[config.mk]
export PLATFORM = sky130hd
export DESIGN_NAME = mips_subset_instruction_decoder_flat
export DESIGN_NICKNAME = d
export VERILOG_FILES = /design/src/sv/mips_dec_pkg.sv /design/src/sv/mips_dec_instr_if.sv /design/src/sv/mips_dec_result_if.sv /design/src/sv/mips_dec_stage.sv /design/src/sv/mips_dec_decode.sv /design/src/sv/mips_subset_instruction_decoder.sv /design/src/flat_wrapper.sv
export SDC_FILE = /design/constraint.sdc
export NUM_CORES = 1
export LEC_CHECK = 0
export BUFFER_PORTS_ARGS = -buffer_cell sky130_fd_sc_hd__buf_2
export CAP_MARGIN = 20
export CORE_MARGIN = 8
export CORE_UTILIZATION = 49
export DETAILED_ROUTE_END_ITERATION = 6
export PLACE_DENSITY = 0.84
export SLEW_MARGIN = 20
export SYNTH_ARGS = -nofsm -noshare
export SYNTH_HDL_FRONTEND = slang
export SYNTH_SLANG_ARGS = --single-unit
[constraint.sdc]
create_clock -name clk -period 2.09 [get_ports clk]
set_input_delay 0.418 -clock clk [delete_from_list [all_inputs] [get_ports clk]]
set_output_delay 0.418 -clock clk [all_outputs]
set_load 0.03 [all_outputs]
[src/sv/mips_dec_pkg.sv]
// ----------------------------------------------------------------------------
// mips_dec_pkg
// Types and encodings shared by the instruction decoder.
// ----------------------------------------------------------------------------
package mips_dec_pkg;

    typedef enum logic [5:0] {
        OP_ADD   = 6'd0,
        OP_ADDU  = 6'd1,
        OP_SUB   = 6'd2,
        OP_AND   = 6'd3,
        OP_OR    = 6'd4,
        OP_XOR   = 6'd5,
        OP_NOR   = 6'd6,
        OP_NAND  = 6'd7,
        OP_SLT   = 6'd8,
        OP_SLL   = 6'd9,
        OP_NOP   = 6'd10,
        OP_SRL   = 6'd11,
        OP_SRA   = 6'd12,
        OP_JR    = 6'd13,
        OP_MULT  = 6'd14,
        OP_MULTU = 6'd15,
        OP_MFHI  = 6'd16,
        OP_MFLO  = 6'd17,
        OP_JUMP  = 6'd18,
        OP_JAL   = 6'd19,
        OP_HALT  = 6'd20,
        OP_ADDI  = 6'd21,
        OP_ADDIU = 6'd22,
        OP_LW    = 6'd23,
        OP_LH    = 6'd24,
        OP_LHU   = 6'd25,
        OP_LB    = 6'd26,
        OP_LBU   = 6'd27,
        OP_SW    = 6'd28,
        OP_SH    = 6'd29,
        OP_SB    = 6'd30,
        OP_LUI   = 6'd31,
        OP_ANDI  = 6'd32,
        OP_ORI   = 6'd33,
        OP_NORI  = 6'd34,
        OP_SLTI  = 6'd35,
        OP_BEQ   = 6'd36,
        OP_BNE   = 6'd37,
        OP_BGTZ  = 6'd38
    } op_t;

    // primary opcodes
    localparam logic [5:0] OPC_SPECIAL = 6'h00;
    localparam logic [5:0] OPC_J       = 6'h02;
    localparam logic [5:0] OPC_JAL     = 6'h03;
    localparam logic [5:0] OPC_BEQ     = 6'h04;
    localparam logic [5:0] OPC_BNE     = 6'h05;
    localparam logic [5:0] OPC_BGTZ    = 6'h07;
    localparam logic [5:0] OPC_ADDI    = 6'h08;
    localparam logic [5:0] OPC_ADDIU   = 6'h09;
    localparam logic [5:0] OPC_SLTI    = 6'h0A;
    localparam logic [5:0] OPC_ANDI    = 6'h0C;
    localparam logic [5:0] OPC_ORI     = 6'h0D;
    localparam logic [5:0] OPC_NORI    = 6'h0E;
    localparam logic [5:0] OPC_LUI     = 6'h0F;
    localparam logic [5:0] OPC_LB      = 6'h20;
    localparam logic [5:0] OPC_LH      = 6'h21;
    localparam logic [5:0] OPC_LW      = 6'h23;
    localparam logic [5:0] OPC_LBU     = 6'h24;
    localparam logic [5:0] OPC_LHU     = 6'h25;
    localparam logic [5:0] OPC_SB      = 6'h28;
    localparam logic [5:0] OPC_SH      = 6'h29;
    localparam logic [5:0] OPC_SW      = 6'h2B;
    localparam logic [5:0] OPC_HALT    = 6'h3F;

    // R-type function codes
    localparam logic [5:0] FN_SLL   = 6'h00;
    localparam logic [5:0] FN_SRL   = 6'h02;
    localparam logic [5:0] FN_SRA   = 6'h03;
    localparam logic [5:0] FN_JR    = 6'h08;
    localparam logic [5:0] FN_MFHI  = 6'h10;
    localparam logic [5:0] FN_MFLO  = 6'h12;
    localparam logic [5:0] FN_MULT  = 6'h18;
    localparam logic [5:0] FN_MULTU = 6'h19;
    localparam logic [5:0] FN_ADD   = 6'h20;
    localparam logic [5:0] FN_ADDU  = 6'h21;
    localparam logic [5:0] FN_SUB   = 6'h22;
    localparam logic [5:0] FN_AND   = 6'h24;
    localparam logic [5:0] FN_OR    = 6'h25;
    localparam logic [5:0] FN_XOR   = 6'h26;
    localparam logic [5:0] FN_NOR   = 6'h27;
    localparam logic [5:0] FN_NAND  = 6'h28;
    localparam logic [5:0] FN_SLT   = 6'h2A;

    typedef struct packed {
        op_t                operation;
        logic               illegal;
        logic        [4:0]  src_reg;
        logic        [4:0]  tgt_reg;
        logic        [4:0]  dest_reg;
        logic               dest_valid;
        logic        [4:0]  shift_amount;
        logic signed [15:0] imm_signed;
        logic        [15:0] imm_unsigned;
        logic        [25:0] jump_target;
    } dec_t;

    localparam int unsigned INSTR_W = 32;
    localparam int unsigned DEC_W   = $bits(dec_t);

endpackage

[src/sv/mips_dec_instr_if.sv]
// ----------------------------------------------------------------------------
// mips_dec_instr_if
// Valid/ready channel carrying one raw instruction word.
// ----------------------------------------------------------------------------
interface mips_dec_instr_if;

    logic        valid;
    logic        ready;
    logic [31:0] instruction;

    modport source (
        output valid,
        output instruction,
        input  ready
    );

    modport sink (
        input  valid,
        input  instruction,
        output ready
    );

endinterface

[src/sv/mips_dec_result_if.sv]
// ----------------------------------------------------------------------------
// mips_dec_result_if
// Valid/ready channel carrying one decoded instruction word.
// ----------------------------------------------------------------------------
interface mips_dec_result_if;

    logic               valid;
    logic               ready;
    logic        [5:0]  operation;
    logic               illegal;
    logic        [4:0]  src_reg;
    logic        [4:0]  tgt_reg;
    logic        [4:0]  dest_reg;
    logic               dest_valid;
    logic        [4:0]  shift_amount;
    logic signed [15:0] imm_signed;
    logic        [15:0] imm_unsigned;
    logic        [25:0] jump_target;

    modport source (
        output valid,
        output operation,
        output illegal,
        output src_reg,
        output tgt_reg,
        output dest_reg,
        output dest_valid,
        output shift_amount,
        output imm_signed,
        output imm_unsigned,
        output jump_target,
        input  ready
    );

    modport sink (
        input  valid,
        input  operation,
        input  illegal,
        input  src_reg,
        input  tgt_reg,
        input  dest_reg,
        input  dest_valid,
        input  shift_amount,
        input  imm_signed,
        input  imm_unsigned,
        input  jump_target,
        output ready
    );

endinterface

[src/sv/mips_dec_stage.sv]
// ----------------------------------------------------------------------------
// mips_dec_stage
// One valid/ready pipeline register; takes a new word whenever it is empty
// or its current word leaves in the same cycle.
// ----------------------------------------------------------------------------
module mips_dec_stage #(
    parameter int unsigned WIDTH = 32
) (
    input  logic             clk,
    input  logic             rst_n,
    input  logic             in_valid,
    output logic             in_ready,
    input  logic [WIDTH-1:0] in_data,
    output logic             out_valid,
    input  logic             out_ready,
    output logic [WIDTH-1:0] out_data
);

    logic             valid_reg;
    logic             valid_next;
    logic [WIDTH-1:0] data_reg;

    assign in_ready   = !valid_reg || out_ready;
    assign valid_next = in_ready ? in_valid : valid_reg;

    always_ff @(posedge clk or negedge rst_n)
    begin
        if (!rst_n)
        begin
            valid_reg <= 1'b0;
        end
        else
        begin
            valid_reg <= valid_next;
        end
    end

    always_ff @(posedge clk)
    begin
        if (in_valid && in_ready)
        begin
            data_reg <= in_data;
        end
    end

    assign out_valid = valid_reg;
    assign out_data  = data_reg;

endmodule

[src/sv/mips_dec_decode.sv]
// ----------------------------------------------------------------------------
// mips_dec_decode
// Combinational decode of one instruction word into operation and fields.
// ----------------------------------------------------------------------------
module mips_dec_decode (
    input  logic [31:0]         instruction,
    output mips_dec_pkg::dec_t  result
);

    logic [5:0]        opc;
    logic [5:0]        funct;
    logic [4:0]        rt;
    logic [4:0]        rd;
    logic [4:0]        sh;
    logic              rtype;
    mips_dec_pkg::op_t op;
    logic              bad;

    assign opc   = instruction[31:26];
    assign funct = instruction[5:0];
    assign rt    = instruction[20:16];
    assign rd    = instruction[15:11];
    assign sh    = instruction[10:6];
    assign rtype = (opc == mips_dec_pkg::OPC_SPECIAL);

    always_comb
    begin
        op  = mips_dec_pkg::OP_NOP;
        bad = 1'b0;
        if (rtype)
        begin
            unique case (funct)
                mips_dec_pkg::FN_ADD:   op = mips_dec_pkg::OP_ADD;
                mips_dec_pkg::FN_ADDU:  op = mips_dec_pkg::OP_ADDU;
                mips_dec_pkg::FN_SUB:   op = mips_dec_pkg::OP_SUB;
                mips_dec_pkg::FN_AND:   op = mips_dec_pkg::OP_AND;
                mips_dec_pkg::FN_OR:    op = mips_dec_pkg::OP_OR;
                mips_dec_pkg::FN_XOR:   op = mips_dec_pkg::OP_XOR;
                mips_dec_pkg::FN_NOR:   op = mips_dec_pkg::OP_NOR;
                mips_dec_pkg::FN_NAND:  op = mips_dec_pkg::OP_NAND;
                mips_dec_pkg::FN_SLT:   op = mips_dec_pkg::OP_SLT;
                // shift with rt, rd and shamt all zero is the canonical NOP
                mips_dec_pkg::FN_SLL:   op = ((rt | rd | sh) != 5'd0) ?
                                             mips_dec_pkg::OP_SLL : mips_dec_pkg::OP_NOP;
                mips_dec_pkg::FN_SRL:   op = mips_dec_pkg::OP_SRL;
                mips_dec_pkg::FN_SRA:   op = mips_dec_pkg::OP_SRA;
                mips_dec_pkg::FN_JR:    op = mips_dec_pkg::OP_JR;
                mips_dec_pkg::FN_MULT:  op = mips_dec_pkg::OP_MULT;
                mips_dec_pkg::FN_MULTU: op = mips_dec_pkg::OP_MULTU;
                mips_dec_pkg::FN_MFHI:  op = mips_dec_pkg::OP_MFHI;
                mips_dec_pkg::FN_MFLO:  op = mips_dec_pkg::OP_MFLO;
                default:                bad = 1'b1;
            endcase
        end
        else
        begin
            unique case (opc)
                mips_dec_pkg::OPC_J:     op = mips_dec_pkg::OP_JUMP;
                mips_dec_pkg::OPC_JAL:   op = mips_dec_pkg::OP_JAL;
                mips_dec_pkg::OPC_HALT:  op = mips_dec_pkg::OP_HALT;
                mips_dec_pkg::OPC_ADDI:  op = mips_dec_pkg::OP_ADDI;
                mips_dec_pkg::OPC_ADDIU: op = mips_dec_pkg::OP_ADDIU;
                mips_dec_pkg::OPC_LW:    op = mips_dec_pkg::OP_LW;
                mips_dec_pkg::OPC_LH:    op = mips_dec_pkg::OP_LH;
                mips_dec_pkg::OPC_LHU:   op = mips_dec_pkg::OP_LHU;
                mips_dec_pkg::OPC_LB:    op = mips_dec_pkg::OP_LB;
                mips_dec_pkg::OPC_LBU:   op = mips_dec_pkg::OP_LBU;
                mips_dec_pkg::OPC_SW:    op = mips_dec_pkg::OP_SW;
                mips_dec_pkg::OPC_SH:    op = mips_dec_pkg::OP_SH;
                mips_dec_pkg::OPC_SB:    op = mips_dec_pkg::OP_SB;
                mips_dec_pkg::OPC_LUI:   op = mips_dec_pkg::OP_LUI;
                mips_dec_pkg::OPC_ANDI:  op = mips_dec_pkg::OP_ANDI;
                mips_dec_pkg::OPC_ORI:   op = mips_dec_pkg::OP_ORI;
                mips_dec_pkg::OPC_NORI:  op = mips_dec_pkg::OP_NORI;
                mips_dec_pkg::OPC_SLTI:  op = mips_dec_pkg::OP_SLTI;
                mips_dec_pkg::OPC_BEQ:   op = mips_dec_pkg::OP_BEQ;
                mips_dec_pkg::OPC_BNE:   op = mips_dec_pkg::OP_BNE;
                mips_dec_pkg::OPC_BGTZ:  op = mips_dec_pkg::OP_BGTZ;
                default:                 bad = 1'b1;
            endcase
        end
    end

    always_comb
    begin
        result.operation    = op;
        result.illegal      = bad;
        result.src_reg      = instruction[25:21];
        result.tgt_reg      = rt;
        result.dest_reg     = rtype ? rd : 5'd0;
        result.dest_valid   = rtype;
        result.shift_amount = sh;
        result.imm_signed   = $signed(instruction[15:0]);
        result.imm_unsigned = instruction[15:0];
        result.jump_target  = instruction[25:0];
    end

endmodule

[src/sv/mips_subset_instruction_decoder.sv]
// ----------------------------------------------------------------------------
// mips_subset_instruction_decoder
// Decodes MIPS subset instruction words (with NAND, NORI, HALT) into an
// operation code, an illegal flag and the unpacked instruction fields.
// ----------------------------------------------------------------------------
//  port    dir   handshake      payload
//  instr   in    valid/ready    instruction[31:0]
//  result  out   valid/ready    operation, illegal, register fields,
//                               shamt, immediates, jump target
//
//  Data path: input register, decode logic, result register.
//  One word per cycle sustained while result is not stalled; decode is a single opcode/funct lookup.
//  Reset clears only the stage valid bits; both stages start empty.
//  A stall on result backs up through the stages; ready drops once both hold.
// ----------------------------------------------------------------------------
module mips_subset_instruction_decoder (
    input  logic              clk,
    input  logic              rst_n,
    mips_dec_instr_if.sink    instr,
    mips_dec_result_if.source result
);

    logic                                   in_stage_valid;
    logic                                   in_stage_ready;
    logic [mips_dec_pkg::INSTR_W-1:0]       in_stage_word;
    mips_dec_pkg::dec_t                     dec;
    logic [mips_dec_pkg::DEC_W-1:0]         out_stage_bits;
    mips_dec_pkg::dec_t                     out_word;

    mips_dec_stage #(
        .WIDTH (mips_dec_pkg::INSTR_W)
    ) u_in_stage (
        .clk       (clk),
        .rst_n     (rst_n),
        .in_valid  (instr.valid),
        .in_ready  (instr.ready),
        .in_data   (instr.instruction),
        .out_valid (in_stage_valid),
        .out_ready (in_stage_ready),
        .out_data  (in_stage_word)
    );

    mips_dec_decode u_decode (
        .instruction (in_stage_word),
        .result      (dec)
    );

    mips_dec_stage #(
        .WIDTH (mips_dec_pkg::DEC_W)
    ) u_out_stage (
        .clk       (clk),
        .rst_n     (rst_n),
        .in_valid  (in_stage_valid),
        .in_ready  (in_stage_ready),
        .in_data   (dec),
        .out_valid (result.valid),
        .out_ready (result.ready),
        .out_data  (out_stage_bits)
    );

    assign out_word = mips_dec_pkg::dec_t'(out_stage_bits);

    assign result.operation    = out_word.operation;
    assign result.illegal      = out_word.illegal;
    assign result.src_reg      = out_word.src_reg;
    assign result.tgt_reg      = out_word.tgt_reg;
    assign result.dest_reg     = out_word.dest_reg;
    assign result.dest_valid   = out_word.dest_valid;
    assign result.shift_amount = out_word.shift_amount;
    assign result.imm_signed   = out_word.imm_signed;
    assign result.imm_unsigned = out_word.imm_unsigned;
    assign result.jump_target  = out_word.jump_target;

endmodule
[src/flat_wrapper.sv]
// flat-port wrapper written by rule: the top's interface ports become plain ports
module mips_subset_instruction_decoder_flat 
  (clk, rst_n, instr_valid, instr_instruction, instr_ready, result_valid, result_operation, result_illegal, result_src_reg, result_tgt_reg, result_dest_reg, result_dest_valid, result_shift_amount, result_imm_signed, result_imm_unsigned, result_jump_target, result_ready);
  mips_dec_instr_if instr_i ();
  mips_dec_result_if result_i ();
  input  logic clk;
  input  logic rst_n;
  input wire logic [$bits(instr_i.valid)-1:0] instr_valid;
  input wire logic [$bits(instr_i.instruction)-1:0] instr_instruction;
  output wire logic [$bits(instr_i.ready)-1:0] instr_ready;
  output wire logic [$bits(result_i.valid)-1:0] result_valid;
  output wire logic [$bits(result_i.operation)-1:0] result_operation;
  output wire logic [$bits(result_i.illegal)-1:0] result_illegal;
  output wire logic [$bits(result_i.src_reg)-1:0] result_src_reg;
  output wire logic [$bits(result_i.tgt_reg)-1:0] result_tgt_reg;
  output wire logic [$bits(result_i.dest_reg)-1:0] result_dest_reg;
  output wire logic [$bits(result_i.dest_valid)-1:0] result_dest_valid;
  output wire logic [$bits(result_i.shift_amount)-1:0] result_shift_amount;
  output wire logic [$bits(result_i.imm_signed)-1:0] result_imm_signed;
  output wire logic [$bits(result_i.imm_unsigned)-1:0] result_imm_unsigned;
  output wire logic [$bits(result_i.jump_target)-1:0] result_jump_target;
  input wire logic [$bits(result_i.ready)-1:0] result_ready;
  assign instr_i.valid = instr_valid;
  assign instr_i.instruction = instr_instruction;
  assign instr_ready = instr_i.ready;
  assign result_valid = result_i.valid;
  assign result_operation = result_i.operation;
  assign result_illegal = result_i.illegal;
  assign result_src_reg = result_i.src_reg;
  assign result_tgt_reg = result_i.tgt_reg;
  assign result_dest_reg = result_i.dest_reg;
  assign result_dest_valid = result_i.dest_valid;
  assign result_shift_amount = result_i.shift_amount;
  assign result_imm_signed = result_i.imm_signed;
  assign result_imm_unsigned = result_i.imm_unsigned;
  assign result_jump_target = result_i.jump_target;
  assign result_i.ready = result_ready;
  mips_subset_instruction_decoder u_core (.clk(clk), .rst_n(rst_n), .instr(instr_i), .result(result_i));
endmodule
Word level (Yosys, flattened, before mapping)

Cells that the tools add are included.

Bits in registers: 120
Bits of input ports: 36

Bitwise gates (word level): 2
Eq/ne operators: 37
Reduce and logical (&&, ||, !) cells: 11
Mux-type cells: 7

Operators by type and width:

| cell                                                            | number |
|---|---|
| 6-bit case mux with 21 select lines                             | 1 |
| 6-bit == test, second input constant                            | 18 |
| 5-bit case mux with 17 select lines                             | 1 |
| 6-bit by 4-bit == test with 1-bit output, second input constant | 8 |
| 6-bit by 2-bit == test with 1-bit output, second input constant | 4 |
| 6-bit by 5-bit == test with 1-bit output, second input constant | 4 |
| 21-bit OR reduction                                             | 1 |
| 6-bit by 3-bit == test with 1-bit output, second input constant | 3 |
| 17-bit OR reduction                                             | 1 |
| 6-bit logical NOT                                               | 2 |
| 5-bit bitwise OR                                                | 2 |
| 6-bit two-way mux                                               | 1 |
| 5-bit nonzero test                                              | 1 |
| 1-bit two-way mux                                               | 3 |
| 1-bit logical AND                                               | 2 |
| 1-bit logical NOT                                               | 2 |
| 1-bit logical OR                                                | 2 |
| 2-bit two-way mux                                               | 1 |

Longest topological paths before layout

Gate-level depths: netlist of the first run.

Depth after elaboration: 6
Gate-level depth with buffers: 6
Gate-level depth less buffers: 5

Modules after synthesis

Synthesis of the first run repeated with hierarchy kept, for this count alone.

Cell total of the unflattened synthesis: 324
Area, all modules: 4952.2 sq um

Modules (own cells, without submodules):

| module                               | cells each | seq. area each (sq um) | times used | area an instance (sq um) |
|---|---|---|---|---|
| mips_dec_stage at u_core.u_out_stage | 90         | 2607.5                 | 1          | 2636.3 |
| mips_dec_decode                      | 198        | 0.0                    | 1          | 1301.2 |
| mips_dec_stage at u_core.u_in_stage  | 36         | 985.9                  | 1          | 1014.7 |

Worst setup path before layout of the first run

OpenSTA, ideal clock, no wires.

Path kind: reg-to-reg
From: register u_core.u_out_stage.valid_reg (netlist: u_core.u_out_stage.out_valid)
To: register u_core.u_in_stage.data_reg[0] (netlist: u_core.u_in_stage.out_data[0]), enable pin
Slack: -0.014 ns
Stages on the path, launching flop included: 3
Period minus slack after synthesis: 2.104 ns
Buffers on the path: 0
Arrival: 1.712 ns
Cells stage by stage: dfrtp_1 > nand3b_1 > and2_1

Word-level cells in the longest chain between the ends: 4

RTL lines:

| what                           | RTL line             | RTL |
|---|---|---|
| from (decl)                    | mips_dec_stage.sv:19 | `logic valid_reg;` |
| from (signal assigned)         | mips_dec_stage.sv:34 | `valid_reg <= valid_next;` |
| 1-bit logical NOT              | mips_dec_stage.sv:23 | `assign in_ready = !valid_reg \|\| out_ready;` |
| 1-bit logical OR (2 in series) | mips_dec_stage.sv:23 |  |
| net instr_ready                | flat_wrapper.sv:10   | `output wire logic [$bits(instr_i.ready)-1:0] instr_ready;` |
| 1-bit logical AND              | mips_dec_stage.sv:40 | `if (in_valid && in_ready)` |
| to (signal assigned)           | mips_dec_stage.sv:42 | `data_reg <= in_data;` |
| to (decl)                      | mips_dec_stage.sv:21 | `logic [WIDTH-1:0] data_reg;` |

The timed path passes the listed nets, and every way through them passes these cells.
A chain may end at the register's enable or synchronous reset.

==> results of run 1 <==
==> flip-flops by register name, indices dropped and copies added (netlist names) <==
| signal | cells |
|---|---|
| u_core.u_in_stage.out_valid | 1 |
| u_core.u_in_stage.out_data | 32 |
| u_core.u_out_stage.out_data | 39 |
| u_core.u_out_stage.out_valid | 1 |
==> path summary, 6_finish.rpt <==
check	start	to	slack (ps)	depth (start not counted)
worst max register to register	u_core.u_in_stage.out_data[3]	u_core.u_out_stage.out_data[82]	90	5
worst min register to register	u_core.u_in_stage.out_data[21]	u_core.u_out_stage.out_data[74]	420	0
max in group asynchronous	rst_n	u_core.u_out_stage.out_valid	1610	2
worst min-delay path	instr_instruction[16]	u_core.u_in_stage.out_data[16]	240	1
min in group asynchronous	rst_n	u_core.u_in_stage.out_valid	390	2
worst max-delay path	u_core.u_in_stage.out_data[3]	u_core.u_out_stage.out_data[82]	90	5
==> per-stage QoR <==
step / utilization / hold slack, ps / std cells
final: 0.594 / 236 / 435
after global routing: 0.594 / 220 / 435
after CTS: 0.590 / 224 / 432
after detailed placement: 0.564 / 204 / 415
after global placement: 0.564 / 204 / 415
after floorplan: - / 122 / 261
==> cell usage in the layout (no fill, tap or decap), types with 2 or more instances in the layout <==
| cell | n |
|---|---|
| clkbuf_8 | 9 |
| inv_1 | 5 |
| dfrtp_1 | 2 |
| and2_1 | 5 |
| a21o_1 | 2 |
| clkinv_2 | 2 |
| nand2b_1 | 9 |
| nor2_1 | 13 |
| mux2i_1 | 2 |
| a22o_1 | 3 |
| o221ai_1 | 2 |
| a31oi_1 | 4 |
| o211ai_1 | 2 |
| nor2b_1 | 5 |
| nor3_1 | 5 |
| buf_2 | 123 |
| a21oi_1 | 9 |
| o21ai_0 | 10 |
| nand3_1 | 4 |
| clkinvlp_4 | 2 |
| a22oi_1 | 4 |
| nor4_1 | 4 |
| xor2_1 | 2 |
| nand2_1 | 6 |
| or2_2 | 2 |
| nand3b_1 | 3 |
| and2_2 | 2 |
| buf_4 | 11 |
| and3b_1 | 2 |
| edfxtp_1 | 71 |
==> power by group <==
part	switching [mW]	internal (mW)
sequential	0.0719	1.73
clock	0.533	0.432
combinational	0.432	0.185
==> per-layer routing <==
layer / part of all wire / wire length (µm)
met1: 0.40 / 2940
met2: 0.48 / 3480
met3: 0.092 / 669
met4: 0.029 / 215
met5: 0 / 0
==> cell type report <==
class / instances / area, µm² / share of cell area
flip-flops and latches: 73 / 2180 / 0.544
multi-input cells: 125 / 811 / 0.202
repair buffers: 136 / 728 / 0.182
clock buffers: 10 / 128 / 0.0318
well taps: 80 / 100 / 0.0250
clock inverters: 6 / 42.5 / 0.0106
inverters: 5 / 18.8 / 0.00468
==> kinds of logic after synthesis <==
group                     after synthesis  synth area share
DFF                                    73             0.640
buffers and inverters                  63             0.122
AOI/OAI and AO/OA                      50            0.0995
muxes                                   3           0.00918
xor gates and xnor gates                2           0.00514
and+or+nand+nor                        70             0.123
==> repair_timing <==
item	4_1_cts	5_1_grt
hold endpoints to repair	2	0
endpoints found under the setup margin	0	1
setup buffers	0	3
gates resized for setup	0	0
hold buffers	1	0
==> worst max-delay path, stage by stage, from the launching register on <==
cell and delay, ps:
edfxtp_1 670, nor2_1 200, a32o_1 290, o21bai_1 180
a21boi_2 90, a221o_1 330
==> results.yml, run 1 <==
synthesis:
  seq_area_frac_synth: 0.640
  synthCells: 261
  synth.area.top_cells: "edfxtp_1, buf_4, nand2b_1"
  synth_common_cells: "edfxtp_1, buf_4, nor2_1"
  syn_area_um2: 3410
  ys_warn_count: 0
  yosysTopAreaCellShare: 0.626
  synth_nets: 297
  ys_types: 54
  async_flop_share: 0.0274
  yosysMostFrequentCell: "edfxtp_1"
  synth_seq_cells: 73
  synth-edff-count: 71
  yosysTopAreaCell: "edfxtp_1"
  ys.flop_type: "edfxtp_1"
  syn_area_per_cell_um2: 13.1
worst_setup_path:
  worstSetupPathType: "reg -> reg"
  worstSetupStartpointType: "register"
  worstPathArrival_ps: 2100
  end_kind: "register"
  path_max_fanout: 18
  cp.required_ps: 2190
global_route:
  overflow: 0
  grt_usage: 0.144
  grt_pass1_vias: 2299
  grt_pass1_wl_um: 11100
  grt_use_met1: 0.157
  grt_use_met3: 0.0552
  antenna_found_initial: 0
  grt_max_degree: 40
  met2_usage: 0.233
  grt-busiest-layer: "met2"
placed_design:
  hpwl_um: 5410
  gp_congestion: 0.924
  numPortBuffers: 123
  place_area_um2: 3810
  pre_cts_ws_ps: 115
timing:
  hold_viol: 0
  relSlewSlack: 0.652
  final.min_clock_period_ps: 2000
  skew_ps: 9.21
  setup_viol_count_final: 0
  rsz0062_at_grt: "false"
  slew_violations: 0
  tightest_slew_ps: 521
  fmax_mhz: 499
  fin_tns_setup_ps: 0
  setup_slack_ps: 87.8
  min_period_over_period: 0.958
routing:
  wirelength_um: 7300
  firstDrtPassIters: 4
  drtAntennaViolNets: 0
  drtIter0Drc: 165
  vias: 2293
  wl_per_cell_um: 16.8
  drc: 0
  vias_per_cell: 5.27
cells_and_area:
  n_antenna_cell: 0
  layout.nets: 386
  n_fill_cell: 537
  drive_above_1_share: 0.448
  final_cell_area_um2: 4010
  area_delta_synth_final_pct: 17.7
pwr:
  ir_drop_mv: 0.594
  p_total_mw: 3.39
  powerDensity_nw_per_um2: 844
  leakagePower_nw: 1.64
worst_hold_path:
  hold_path.class: "in -> reg"
cts:
  cts_buffers: 9
  cts_root_buf: "clkbuf_8"
  clock_latency_ps: 350
  htree_levels: 3
  path_clk_slew_ps: 80
  clkSinkCount: 73
  cts_tree: "done"
  clockBufferDepth: 2
outcome:
  status: "finished, final reports clean"
floorplanning:
  fp-row-count: 30
  initial_utilization: 0.504
  die_w_um: 99.4
  die-area_um2: 9880
  io_pins: 124
  core_area_um2: 6760
  die_h_um: 99.4
flow_run:
  drv_cap: 0
Power figures use the tool's default switching activity.
==> inputs of run 2 (changes only) <==
- PLACE_DENSITY: 0.84 -> 0.86
==> results.yml, run 2 (synthesis results as in run 1) <==
outcome:
  status: "complete, but fails checks"
  violations: "negative setup slack"
routing:
  wirelength_um: 7710
  firstDrtPassIters: 4
  vias: 2317
  drtIter0Drc: 280
  vias_per_cell: 5.30
  drc: 0
  drtAntennaViolNets: 0
  wl_per_cell_um: 17.6
timing:
  setup_slack_ps: -83.5
  setup_viol_count_final: 1
  hold-worst-slack_ps: 233
  hold_viol: 0
  slew_violations: 0
  fin_tns_setup_ps: -83.5
  min_period_over_period: 1.04
  tightest_slew_ps: 552
  final.min_clock_period_ps: 2170
  skew_ps: 12.0
  fmax_mhz: 460
  relSlewSlack: 0.627
cells_and_area:
  n_antenna_cell: 0
  area_delta_synth_final_pct: 19.9
  mostFrequentLayoutCell: "buf_2"
  drive_above_1_share: 0.451
  final_cell_area_um2: 4090
  final_util: 0.605
  largest_register_ffs: 39
  layout.nets: 388
  stdcell_count: 437
  layout_common_cells: "buf_2, edfxtp_1, nor2_1, buf_4, o21ai_0"
  n_fill_cell: 512
placed_design:
  place_area_um2: 3810
  gp_congestion: 0.924
  numPortBuffers: 123
  numPlacedInstances: 414
  hpwl_um: 5590
  pre_cts_ws_ps: 137
worst_setup_path:
  cp.required_ps: 2240
  worstPathArrival_ps: 2330
  worstSetupStartpointType: "register"
  worstSetupPathType: "reg -> reg"
  path_max_fanout: 16
  end_kind: "register"
cts:
  htree_levels: 3
  cts_buffers: 9
  clockBufferDepth: 2
  cts_root_buf: "clkbuf_8"
  clkSinkCount: 73
  clock_latency_ps: 350
  path_clk_slew_ps: 80
  cts_tree: "done"
floorplanning:
  io_pins: 124
  die-area_um2: 9880
  die_h_um: 99.4
  fp-row-count: 30
  die_w_um: 99.4
  initial_utilization: 0.504
  core_area_um2: 6760
global_route:
  grt_max_degree: 40
  overflow: 0
  grt_pass1_wl_um: 11600
  grt_pass1_vias: 2387
  antenna_found_initial: 0
  grt_usage: 0.151
pwr:
  leakagePower_nw: 1.68
  powerDensity_nw_per_um2: 892
  p_total_mw: 3.64
  ir_drop_mv: 0.605
flow_run:
  drv_cap: 0
worst_hold_path:
  hold_path.class: "in -> reg"
run 2: cell types whose count changed in the layout (fill, tap and decap cells not counted), sizes merged:
cell,before,now
buf,135,137
bufinv,0,2
clkinv,3,2
clkinvlp,2,1
run 2: routing by layer:
metal,global-route usage,part of all wire,vias up
li1,-,-,1106
met1,0.155,0.37,1071
met2,0.260,0.51,118
met3,0.0503,0.086,22
met4,0.0955,0.032,0
met5,0,0,-
run 2: worst paths after layout:
| kind | startpoint | end | slack, ps | cells past startpoint |
|---|---|---|---|---|
| max | u_core.u_in_stage.out_data[4] | u_core.u_out_stage.out_data[81] | -80 | 6 |
| min | instr_instruction[6] | u_core.u_in_stage.out_data[6] | 230 | 1 |
| max reg2reg | u_core.u_in_stage.out_data[4] | u_core.u_out_stage.out_data[81] | -80 | 6 |
| min reg2reg | u_core.u_in_stage.out_data[24] | u_core.u_out_stage.out_data[77] | 420 | 0 |
| max in group asynchronous | rst_n | u_core.u_in_stage.out_valid | 1620 | 2 |
| min in group asynchronous | rst_n | u_core.u_out_stage.out_valid | 380 | 2 |
run 2: worst max-delay path, cell delays in order (launching register included):
cell and delay [ps]:
edfxtp_1 600, buf_4 230, nor4b_1 480, a21oi_1 140, o221ai_1 190, a31oi_1 60
a211oi_1 270
run 2: layout make-up:
cell class,instances,area [µm²],share of cell area
Clock buffer,10,128,0.0312
Timing Repair Buffer,138,756,0.185
Multi-Input combinational cell,125,811,0.198
Clock inverter,6,90.1,0.0221
Sequential cell,73,2180,0.534
Inverter,5,18.8,0.00459
Tap cell,80,100,0.0245
run 2: what timing repair did:
action                                  4_1_cts  5_1_grt
endpoints found under the setup margin        0        1
endpoints found under the hold margin         2        0
gates resized for setup                       0        0
buffers inserted                              0        6
hold buffers                                  1        0
run 2: where the power goes:
part	switching (mW)	internal, mW
Sequential	0.0752	1.73
Combinational	0.434	0.193
Clock	0.534	0.676
